## config.mk

```make
export PLATFORM = sky130hd
export DESIGN_NAME = lzwc_back
export DESIGN_NICKNAME = d
export VERILOG_FILES = /design/src/rtl/core/lzwc_pkg.sv /design/src/rtl/core/lzwc_back.sv
export SDC_FILE = /design/constraint.sdc
export NUM_CORES = 1
export LEC_CHECK = 0
export BUFFER_PORTS_ARGS = -buffer_cell sky130_fd_sc_hd__buf_2
export CELL_PAD_IN_SITES_DETAIL_PLACEMENT = 0
export CELL_PAD_IN_SITES_GLOBAL_PLACEMENT = 1
export CORE_AREA = 2 2 72 74
export DETAILED_ROUTE_END_ITERATION = 7
export DIE_AREA = 0 0 74 76
export GPL_TIMING_DRIVEN = 0
export PLACE_DENSITY = 0.91
export SYNTH_ARGS = -nofsm -noshare
export SYNTH_HDL_FRONTEND = slang
export SYNTH_SLANG_ARGS = --single-unit
```

## constraint.sdc

```tcl
create_clock -name clk -period 5 [get_ports clk]
set_input_delay 0.25 -clock clk [delete_from_list [all_inputs] [get_ports clk]]
set_output_delay 0.25 -clock clk [all_outputs]
set_load 0.01 [all_outputs]
```

## src/rtl/core/lzwc_pkg.sv

```systemverilog
`timescale 1ns / 1ps
package lzwc_pkg;

	localparam int CODE_BITS   = 12;
	localparam int DICT_CODES  = 4096;
	localparam int FIRST_CODE  = 256;
	localparam int HASH_BITS   = CODE_BITS + 1;
	localparam int BUF_BITS    = CODE_BITS + 8;
	localparam int CNT_BITS    = $clog2(BUF_BITS + 1);
	localparam int QUEUE_DEPTH = 2;
	localparam int QCNT_BITS   = $clog2(QUEUE_DEPTH + 1);
	localparam int QPTR_BITS   = $clog2(QUEUE_DEPTH);

	// The code space is bounded by both the dictionary size and the code width.
	localparam int CODE_LIMIT  = (DICT_CODES < (1 << CODE_BITS)) ?
		DICT_CODES : (1 << CODE_BITS);

	typedef logic [CODE_BITS-1:0] code_t;
	typedef logic [CODE_BITS:0]   free_t;
	typedef logic [HASH_BITS-1:0] slot_t;

	typedef struct packed {
		logic [7:0] data_byte;
		logic       end_of_stream;
	} in_word_t;

	typedef struct packed {
		logic [7:0] packed_byte;
		logic       last_of_stream;
	} out_word_t;

	// One command from the dictionary side to the bit packer.
	typedef struct packed {
		code_t code_a;
		code_t code_b;
		logic  code_b_valid;
		logic  eos;
	} cmd_t;

	typedef struct packed {
		code_t      prefix;
		logic [7:0] suffix;
		slot_t      slot;
	} dict_entry_t;

endpackage

```

## src/rtl/core/lzwc_back.sv

```systemverilog
`timescale 1ns / 1ps
module lzwc_back (
	input  logic                clk,
	input  logic                arst_n,
	input  lzwc_pkg::cmd_t      head,
	input  logic                q_empty,
	output logic                pop,
	output logic                dst_valid,
	input  logic                dst_stall,
	output lzwc_pkg::out_word_t dst_word
);
	import lzwc_pkg::*;

	logic [BUF_BITS-1:0] buf_q;
	logic [CNT_BITS-1:0] cnt_q;
	logic [1:0]          lc_q;
	logic                ov_q;
	out_word_t           out_q;

	logic codes_left;
	logic out_free;
	logic load;
	logic emit;
	logic full_byte;
	code_t load_code;

	assign codes_left = (lc_q == 2'd0) || (lc_q == 2'd1 && head.code_b_valid);
	assign out_free   = !ov_q || !dst_stall;
	assign full_byte  = (cnt_q >= CNT_BITS'(8));
	assign load_code  = (lc_q == 2'd0) ? head.code_a : head.code_b;

	always_comb begin
		load = 1'b0;
		emit = 1'b0;
		pop  = 1'b0;
		if (!q_empty) begin
			if (codes_left && !full_byte) begin
				load = 1'b1;
			end else if (full_byte || (!codes_left && head.eos && cnt_q != '0)) begin
				emit = out_free;
			end else begin
				pop = 1'b1;
			end
		end
	end

	assign dst_valid = ov_q;
	assign dst_word  = out_q;

	always_ff @(posedge clk or negedge arst_n) begin
		if (!arst_n) begin
			buf_q <= '0;
			cnt_q <= '0;
			lc_q  <= '0;
			ov_q  <= 1'b0;
			out_q <= '0;
		end else begin
			if (load) begin
				buf_q <= buf_q | ({load_code, 8'h00} >> cnt_q);
				cnt_q <= cnt_q + CNT_BITS'(CODE_BITS);
				lc_q  <= lc_q + 1'b1;
			end
			if (emit) begin
				buf_q <= {buf_q[BUF_BITS-9:0], 8'h00};
				cnt_q <= full_byte ? cnt_q - CNT_BITS'(8) : '0;
				ov_q  <= 1'b1;
				out_q <= '{packed_byte: buf_q[BUF_BITS-1 -: 8],
					last_of_stream: head.eos && !codes_left && (cnt_q <= CNT_BITS'(8))};
			end else if (ov_q && !dst_stall) begin
				ov_q <= 1'b0;
			end
			if (pop) begin
				lc_q <= '0;
			end
		end
	end

endmodule
```

==> impl_metrics.csv <==
group,metric,value,unit
power,powerDensity,648,nW/um2
floorplanning,die_h,76,um
global_route,grt_pass1_vias,1909,
timing,worstMarginPinSlew,0.780,ns
placement,io_buffers,40,
cts,clock-sinks,35,
timing,setup_viol,0,
detailed_routing,routed_wl,5.47,mm
detailed_routing,drtPass1Iterations,4,
synth,synthArstFlopShare,1.00,
timing,hold_violations,0,
floorplanning,die_area,5620,um2
placement,gp_congestion,0.874,
global_route,grt_pass1_wl,9.23,mm
power,irDropWorstVdd,0.265,mV
final_layout,drive_above_1_share,0.336,
worst_setup_path,criticalPathCategory,"flop to flop",
cts,htreeDepth,2,
synth,synth_nets,241,
floorplanning,core,4910,um2
synth,yosys.area.top_type,"dfrtp_1",
worst_setup_path,cp_num_buf_inv,5,
synth,yosysMostFrequentCell,"dfrtp_1",
hold_path,worstHoldPathType,"input pin to async pin",
synth,avgSynthCellArea,10.6,um2
worst_setup_path,cp-start-kind,"flop",
final_layout,num_antenna_cells,0,
worst_setup_path,endpoint_kind,"flop",
worst_setup_path,max_stage_delay,0.43,ns
detailed_routing,drc,0,
worst_setup_path,worst_path_max_delay_cell,"a311o_2",
detailed_routing,drtIter0Drc,109,
cts,cts_setup_buffers,0,
detailed_routing,wire_per_inst,16.9,um
cts,cts_buffer_depth,2,
worst_setup_path,crit_required,5.18,ns
synth,yosys.cell_types.count,42,
power,p_leak,0.00117,uW
timing,clock.fmax,0.379,GHz
global_route,overflow,0,
flow_run,maxCapViolations,0,
timing,finalClockSkew,0.00265,ns
timing,slew_violations,0,
timing,rsz0062_at_grt,"false",
timing,period_minus_slack,2.64,ns
detailed_routing,vias_per_cell,5.79,
synth,yosys_warnings,0,
floorplanning,row_count,26,
global_route,antenna_found_initial,0,
synth,synth_common_cells,"dfrtp_1, a31oi_1, nor2_1, o21ai_0, mux2i_1",
cts,worstSkewPairLatency,0.29,ns
synth,synth-edff-count,0,
cts,clk_pin_slew,0.07,ns
synth,synth-main-ff-cell,"dfrtp_1",
global_route,grt_max_degree,36,
worst_setup_path,crit_fanout,10,
synth,synthesis.instances,205,
worst_setup_path,worstPathCellList,"buf_2 > buf_6 > buf_2 > inv_1 > ha_1 > nor2b_4 > a311o_2 > nand2_4 > buf_6 > mux2_4",
floorplanning,start_util,0.444,
cts,cts-root-buf,"clkbuf_8",
placement,dp_slack,2.38,ns
cts,numCtsBuffers,5,
cts,postCtsResizedCells,0,
final_layout,area_growth,18.0,%
placement,place_hpwl,4.13,mm
timing,fin_crit_sh,0.528,
status,status,"finished, final reports clean",
timing,maxSlewHeadroom,0.480,
cts,cts-hold-fix-buffers,0,
floorplanning,io_pins,41,
detailed_routing,num_vias,1870,
final_layout,nets,288,
final_layout,nFillCells,452,
floorplanning,chipWidth,74,um
worst_setup_path,worstPathArrival,2.82,ns
synth,yosys-top-cells-area,"dfrtp_1, mux2i_1, mux4_2",
synth,ys_seq_elements,35,
synth,synth_top_area_share,0.402,
timing,setup_ws,2.36,ns
detailed_routing,final_antenna_net_count,0,
synth,yosysSeqAreaShare,0.402,
cts,cts_tree,"built",
global_route,track_usage,0.212,
timing,finalSetupTns,0,ns
worst_setup_path,cp_top_family,"buffers and inverters",
synth,netlist_area,2180,um2
worst register-to-register path, stage by stage, from the launching register on:
cell and delay [ns]:
dfrtp_1 0.32, buf_2 0.19, buf_6 0.19, buf_2 0.24, inv_1 0.16, ha_1 0.23, nor2b_4 0.15, a311o_2 0.43
nand2_4 0.14, buf_6 0.17, mux2_4 0.30
area by class of cell:
| type | instances | area [um2] | area share |
|---|---|---|---|
| Multi-Input combinational cell | 148 | 1190 | 0.463 |
| Sequential cell | 35 | 876 | 0.341 |
| Timing Repair Buffer | 40 | 200 | 0.0779 |
| Clock buffer | 7 | 96.3 | 0.0375 |
| Tap cell | 70 | 87.6 | 0.0341 |
| Buffer | 13 | 78.8 | 0.0307 |
| Inverter | 9 | 33.8 | 0.0131 |
| Clock inverter | 1 | 7.51 | 0.00292 |
cell usage in the layout, fill, tap and decap left out, types with 6 or more instances in the layout:
cell	netlist	layout
ha_1	6	6
nor3_1	8	8
mux2_2	9	9
dfrtp_1	35	35
inv_1	9	9
nand2_1	7	7
clkbuf_8	0	7
mux2i_1	12	12
buf_2	6	46
o21ai_0	13	13
nor2_1	13	13
nand3_1	6	6
a21oi_1	8	8
a31oi_1	15	15
cells by family (layout without fill, tap and decap cells):
kind of cell / count (synthesis) / count (layout) / synth area share
AO/OA/AOI/OAI: 59 / 59 / 0.187
buffers and inverters: 22 / 70 / 0.0517
multiplexers: 30 / 30 / 0.181
flip-flops: 35 / 35 / 0.402
XOR/XNOR: 1 / 1 / 0.00402
AND/OR/NAND/NOR: 52 / 52 / 0.141
adder cells (fa/ha/maj): 6 / 6 / 0.0344
per-stage QoR:
step,cell area (um2),hold slack [ns],instances,utilization,total power [uW]
2_1_floorplan,2180,-0.0456,205,-,1190
5_1_grt,2570,0.0999,323,0.523,1790
3_3_place_gp,2470,0.364,315,0.502,1410
4_1_cts,2570,0.0557,323,0.523,1670
3_5_place_dp,2470,0.374,315,0.502,1430
6_report,2570,0.0221,323,0.523,1670
final timing paths:
| path | depth (start not counted) | endpoint | startpoint | slack (ns) |
|---|---|---|---|---|
| max | 10 | dst_word[7]$_DFFE_PN0P_ | cnt_q[2]$_DFFE_PN0P_ | 2.36 |
| min | 1 | dst_word[7]$_DFFE_PN0P_ | arst_n | 0.02 |
| max reg2reg | 10 | dst_word[7]$_DFFE_PN0P_ | cnt_q[2]$_DFFE_PN0P_ | 2.36 |
| min reg2reg | 1 | dst_word[1]$_DFFE_PN0P_ | dst_word[1]$_DFFE_PN0P_ | 0.50 |
| max in group asynchronous | 1 | buf_q[17]$_DFFE_PN0P_ | arst_n | 4.47 |
| min in group clk | 3 | dst_valid$_DFFE_PN0P_ | dst_stall | 0.22 |
report_power, final:
part | switching [uW] | total [uW] | internal (uW)
registers | 81.7 | 494 | 413
clock network | 106 | 232 | 125
logic | 526 | 941 | 415
metal layers:
metal  share of wire  track usage  vias to the layer above
li1                -            -                      877
met1            0.45        0.306                      917
met2            0.47        0.313                       64
met3           0.061       0.0370                       12
met4           0.021       0.0873                        0
met5               0            0                        -
registers in the layout, summed over array words and instances (netlist names):
| signal | flops |
|---|---|
| cnt_q | 3 |
| lc_q | 2 |
| dst_valid | 1 |
| dst_word | 9 |
| buf_q | 20 |
(Power assumes the default switching activity.)
