**src/rtl/core/lzwc_pkg.sv**
```systemverilog
`timescale 1ns / 1ps
package lzwc_pkg;

	localparam int CODE_BITS   = 12;
	localparam int DICT_CODES  = 4096;
	localparam int FIRST_CODE  = 256;
	localparam int HASH_BITS   = CODE_BITS + 1;
	localparam int BUF_BITS    = CODE_BITS + 8;
	localparam int CNT_BITS    = $clog2(BUF_BITS + 1);
	localparam int QUEUE_DEPTH = 2;
	localparam int QCNT_BITS   = $clog2(QUEUE_DEPTH + 1);
	localparam int QPTR_BITS   = $clog2(QUEUE_DEPTH);

	// The code space is bounded by both the dictionary size and the code width.
	localparam int CODE_LIMIT  = (DICT_CODES < (1 << CODE_BITS)) ?
		DICT_CODES : (1 << CODE_BITS);

	typedef logic [CODE_BITS-1:0] code_t;
	typedef logic [CODE_BITS:0]   free_t;
	typedef logic [HASH_BITS-1:0] slot_t;

	typedef struct packed {
		logic [7:0] data_byte;
		logic       end_of_stream;
	} in_word_t;

	typedef struct packed {
		logic [7:0] packed_byte;
		logic       last_of_stream;
	} out_word_t;

	// One command from the dictionary side to the bit packer.
	typedef struct packed {
		code_t code_a;
		code_t code_b;
		logic  code_b_valid;
		logic  eos;
	} cmd_t;

	typedef struct packed {
		code_t      prefix;
		logic [7:0] suffix;
		slot_t      slot;
	} dict_entry_t;

endpackage

```
**src/rtl/core/lzwc_queue.sv**
```systemverilog
`timescale 1ns / 1ps
module lzwc_queue (
	input  logic          clk,
	input  logic          arst_n,
	input  logic          push,
	input  lzwc_pkg::cmd_t push_cmd,
	input  logic          pop,
	output lzwc_pkg::cmd_t head,
	output logic          full,
	output logic          empty
);
	import lzwc_pkg::*;

	cmd_t                 mem_q [QUEUE_DEPTH];
	logic [QPTR_BITS-1:0] wr_ptr_q;
	logic [QPTR_BITS-1:0] rd_ptr_q;
	logic [QCNT_BITS-1:0] cnt_q;

	assign full  = (cnt_q == QCNT_BITS'(QUEUE_DEPTH));
	assign empty = (cnt_q == '0);
	assign head  = mem_q[rd_ptr_q];

	always_ff @(posedge clk) begin
		if (push && !full) begin
			mem_q[wr_ptr_q] <= push_cmd;
		end
	end

	always_ff @(posedge clk or negedge arst_n) begin
		if (!arst_n) begin
			wr_ptr_q <= '0;
			rd_ptr_q <= '0;
			cnt_q    <= '0;
		end else begin
			if (push && !full) begin
				wr_ptr_q <= wr_ptr_q + 1'b1;
			end
			if (pop && !empty) begin
				rd_ptr_q <= rd_ptr_q + 1'b1;
			end
			case ({push && !full, pop && !empty})
				2'b10:   cnt_q <= cnt_q + 1'b1;
				2'b01:   cnt_q <= cnt_q - 1'b1;
				default: cnt_q <= cnt_q;
			endcase
		end
	end

`ifndef SYNTHESIS
	a_no_overflow: assert property (@(posedge clk) disable iff (!arst_n)
		!(push && full)) else $error("command pushed into a full queue");
	a_no_underflow: assert property (@(posedge clk) disable iff (!arst_n)
		!(pop && empty)) else $error("command popped from an empty queue");
	a_cnt_range: assert property (@(posedge clk) disable iff (!arst_n)
		cnt_q <= QCNT_BITS'(QUEUE_DEPTH)) else $error("queue count out of range");
	a_ptr_gap: assert property (@(posedge clk) disable iff (!arst_n)
		(cnt_q == '0 || cnt_q == QCNT_BITS'(QUEUE_DEPTH)) |-> (wr_ptr_q == rd_ptr_q))
		else $error("queue pointers disagree with count");
`endif

endmodule

```
**config.mk**
```make
export PLATFORM = sky130hd
export DESIGN_NAME = lzwc_queue
export DESIGN_NICKNAME = d
export VERILOG_FILES = /design/src/rtl/core/lzwc_pkg.sv /design/src/rtl/core/lzwc_queue.sv
export SDC_FILE = /design/constraint.sdc
export NUM_CORES = 1
export LEC_CHECK = 0
export BUFFER_PORTS_ARGS = -buffer_cell sky130_fd_sc_hd__buf_2
export CORE_UTILIZATION = 50
export CTS_BUF_LIST = sky130_fd_sc_hd__clkbuf_8 sky130_fd_sc_hd__clkbuf_16
export DETAILED_ROUTE_END_ITERATION = 10
export GPL_ROUTABILITY_DRIVEN = 0
export MAX_ROUTING_LAYER = met4
export PLACE_DENSITY = 0.86
export SLEW_MARGIN = 20
export SYNTH_ARGS = -nofsm -noshare
export SYNTH_HDL_FRONTEND = slang
export SYNTH_SLANG_ARGS = --single-unit
```
**constraint.sdc**
```tcl
create_clock -name clk -period 2.5 [get_ports clk]
set_clock_uncertainty 0.1 [all_clocks]
set_input_delay 0.375 -clock clk [delete_from_list [all_inputs] [get_ports clk]]
set_output_delay 0.375 -clock clk [all_outputs]
set_load 0.02 [all_outputs]
```
==> run summary <==
The share of async-settable or async-resettable flops after synthesis came out at 7.14%. Hold timing on the final database bottoms out at a slack of 0.157 ns. The number of standard cells after synthesis came out at 99.

The part of the Yosys area used for sequential elements came out at 76.5%. The top achievable clock speed is 481 MHz. The run finished with clean final reports. Setup repair after global routing left no endpoint under its margin.

The critical path is of the flop to output pin type. The number of max-capacitance violations reported is 0. The data required time of the worst path came out at 2.03 ns. The met2 usage in global routing is 27.2%. The most frequently used cell type in the post-synthesis netlist is sky130_fd_sc_hd__edfxtp_1. The minimum setup slack after placement came out at 0.657 ns. The worst setup path is launched from a flop.

Once routing completed, OpenROAD measured the worst setup slack at 0.423 ns. The depth of the worst register-to-register path came out at 4. The final antenna diode count is 0. The arrival time at the worst endpoint is 1.60 ns.

The clock buffer count from CTS is 5. The initial antenna violation count was 0. The number of nets handed over by synthesis was 130. After synthesis, the most frequently instantiated cells are sky130_fd_sc_hd__edfxtp_1, sky130_fd_sc_hd__mux2_4, sky130_fd_sc_hd__mux2_2. The count of buffers added on input and output ports is 57. The final cell utilization of the core came out at 64.6%.

In this run the worst hold path is classified as primary input to flop. The first global-routing pass estimated 5.04 mm of wire. Entering global routing, the biggest net connects 21 pins. The number of gates resized after CTS was 0.

The number of H-tree branching levels is 2. The met1 track demand over resource is 18.8%. The number of rows created at floorplan is 23. The Yosys warning count came out at 0. The finished layout holds 215 standard cells, fillers aside. The total via count after detailed routing is 1051. In the post-synthesis netlist, the biggest area contributors are sky130_fd_sc_hd__edfxtp_1, sky130_fd_sc_hd__mux2_4, sky130_fd_sc_hd__dfrtp_1. The worst vdd rail ir drop came out at 0.000836 V.

For this design the top-level I/O count stands at 58. The startpoint identified for the worst register-to-register timing path is cnt_q[0]$_DFFE_PN0P_. The share of post-route cells with drive strength above 1 came out at 58.2%. Summing all multi-input logic gate instances after layout gives 459 µm².

The number of DRC violations after detailed-routing iteration 0 is 38. The per-instance average area after synthesis came out at 22.0 µm². The combined area of all synthesized cells came out at 2170 µm². Before antenna repair, the detailed router went through 4 iterations. The final wirelength is 3.26 mm. The clock sink total came out at 56.

Following the worst setup path forward leads to its endpoint at head[4]. The clock tree from TritonCTS is built. The number of slew-limit violations in the final report came to 0. The cell sitting at the root of the clock tree is a sky130_fd_sc_hd__clkbuf_8. The transition time at the pin with the least slew margin came out at 0.430 ns. The post-route antenna net violation count came out at 0. The number of synthesized flops with an enable pin is 52. The final critical path takes up 83.1% of the cycle. The fraction of post-synthesis cell area in the top cell type by area came out at 71.8%. At the later pin of the worst-skew pair, clock insertion delay measures 0.30 ns.

The via count of the first global-routing pass came to 1095. Including well taps, the total number of placed cells is 206. The floorplan die height came out at 67.9 µm. The layer with the highest usage is met2. The critical path starts at rd_ptr_q$_DFFE_PN0P_.

The design draws 3.15 mW. The relative slew slack is 71.3%. The remaining design rule violation count came out at 0. Setup violations remaining at the end of the flow were counted as 0. The number of endpoints with negative hold slack in the final report came to 0. The clock-pin slew on the worst setup and hold paths came out at 0.09 ns. The largest fanout on the critical path is 20. The kind of end point of the critical path is an output pin. The total overflow left after global routing is 0.

The time the worst path needs with I/O delays and setup is 2.08 ns. sky130_fd_sc_hd__edfxtp_1 takes more of the synthesized area than any other cell. The fill cell total of the finished layout came out at 292. The area occupied by registers came out at 1660 µm². The total power divided by cell area came out at 1190 nW/µm². For met3 alone, demand over resource in global routing was 4.83%. The effective utilization at floorplan came out at 53.2%. The area added between synthesis and finish came out at 21.5%.

The detailed-route vias per instance is 4.89. The placeable core area is 4090 µm². The HPWL reported at the end of detailed placement came out at 2.38 mm.

The dominant register cell in the synthesized netlist is sky130_fd_sc_hd__edfxtp_1. The final standard cell area without fillers came out at 2640 µm². The aggregate negative setup slack came out at 0 ns. The leakage power of the design is 1.07 nW. The number of distinct standard cells referenced by the synthesized netlist is 15. The die area came out at 4610 µm². The placement-stage cell area came out at 2520 µm². The maximum buffer depth of the clock tree is 2. Across every metal layer, demand over resource in global routing totals 16.3%. The final net count came out at 195. The post-synthesis sequential element count is 56. In this run the critical register-to-register path is captured at mem_q[0][2]$_DFFE_PP_. The detail-routed net length per standard cell came out at 15.2 µm. The die span in x is 67.9 µm. Setup slack on the worst reg-to-reg path comes out at 0.64 ns.
[power breakdown]
group / total (mW) / internal [mW] / switching (mW)
sequential: 1.39 / 1.29 / 0.0989
combinational: 1.20 / 0.552 / 0.648
clock: 0.562 / 0.296 / 0.266
[registers in the layout (all words and copies together) (netlist names)]
signal	cells
rd_ptr_q	1
wr_ptr_q	1
cnt_q	2
mem_q	52
[metal layers]
metal	up-vias	routed length [µm]
li1	507	-
met1	501	1380
met2	40	1660
met3	3	180
met4	0	39
met5	-	0
[logic make-up (layout without fill, tap and decap cells)]
kind of cell | Yosys count | after routing | share of synthesized area (%)
XOR/XNOR | 5 | 5 | 2.02
adder cells (fa/ha/maj) | 1 | 1 | 0.576
buffers and inverters | 4 | 70 | 2.53
flip-flops | 56 | 56 | 76.5
multiplexers | 26 | 26 | 16.8
AND/OR/NAND/NOR | 7 | 7 | 1.67
[how the worst min path moves through the flow]
stage                            start                      to  slack (ns)  depth (start not counted)
after floorplan                 arst_n    cnt_q[0]$_DFFE_PN0P_       -0.02                          0
after global placement          arst_n    cnt_q[0]$_DFFE_PN0P_        0.08                          1
after detailed placement        arst_n    wr_ptr_q$_DFFE_PN0P_        0.09                          1
after CTS                  push_cmd[2]   mem_q[1][2]$_DFFE_PP_        0.14                          1
after global routing      push_cmd[23]  mem_q[1][23]$_DFFE_PP_        0.14                          1
final                     push_cmd[23]  mem_q[0][23]$_DFFE_PP_        0.16                          1
[worst max-delay path: stages (launching register included)]
cell and delay (ns):
sky130_fd_sc_hd__dfrtp_1 0.57, sky130_fd_sc_hd__buf_12 0.25, sky130_fd_sc_hd__mux2_4 0.32, sky130_fd_sc_hd__buf_2 0.16
[layout by cell type, fill, tap and decap left out]
cell type | synthesis | final
sky130_fd_sc_hd__buf_4 | 0 | 1
sky130_fd_sc_hd__nor2_1 | 3 | 2
sky130_fd_sc_hd__nor2b_2 | 1 | 1
sky130_fd_sc_hd__clkinv_2 | 0 | 1
sky130_fd_sc_hd__clkinvlp_4 | 0 | 1
sky130_fd_sc_hd__buf_12 | 2 | 2
sky130_fd_sc_hd__and3_1 | 1 | 1
sky130_fd_sc_hd__dfrtp_1 | 4 | 4
sky130_fd_sc_hd__nor2_2 | 0 | 1
sky130_fd_sc_hd__bufinv_16 | 0 | 1
sky130_fd_sc_hd__mux2_2 | 7 | 7
sky130_fd_sc_hd__dlygate4sd3_1 | 0 | 1
sky130_fd_sc_hd__xnor2_1 | 3 | 3
sky130_fd_sc_hd__ha_1 | 1 | 1
sky130_fd_sc_hd__mux2_4 | 19 | 19
sky130_fd_sc_hd__edfxtp_1 | 52 | 52
sky130_fd_sc_hd__nand2b_1 | 1 | 1
sky130_fd_sc_hd__buf_2 | 0 | 57
sky130_fd_sc_hd__inv_1 | 1 | 1
sky130_fd_sc_hd__xor2_1 | 2 | 2
sky130_fd_sc_hd__nand2_1 | 1 | 1
sky130_fd_sc_hd__clkbuf_8 | 0 | 5
[cell type report]
cell class,instances,share of cell area [%]
Clock buffer,5,2.61
Tap cell,50,2.37
Inverter,1,0.142
Timing Repair Buffer,61,13.0
Clock inverter,3,1.61
Multi-Input combinational cell,39,17.4
Sequential cell,56,62.9
[what timing repair did]
action | in CTS | in global routing
hold endpoints to repair | 4 | 0
buffers inserted | 0 | 0
hold buffers | 1 | 0
(Power assumes the default switching activity.)
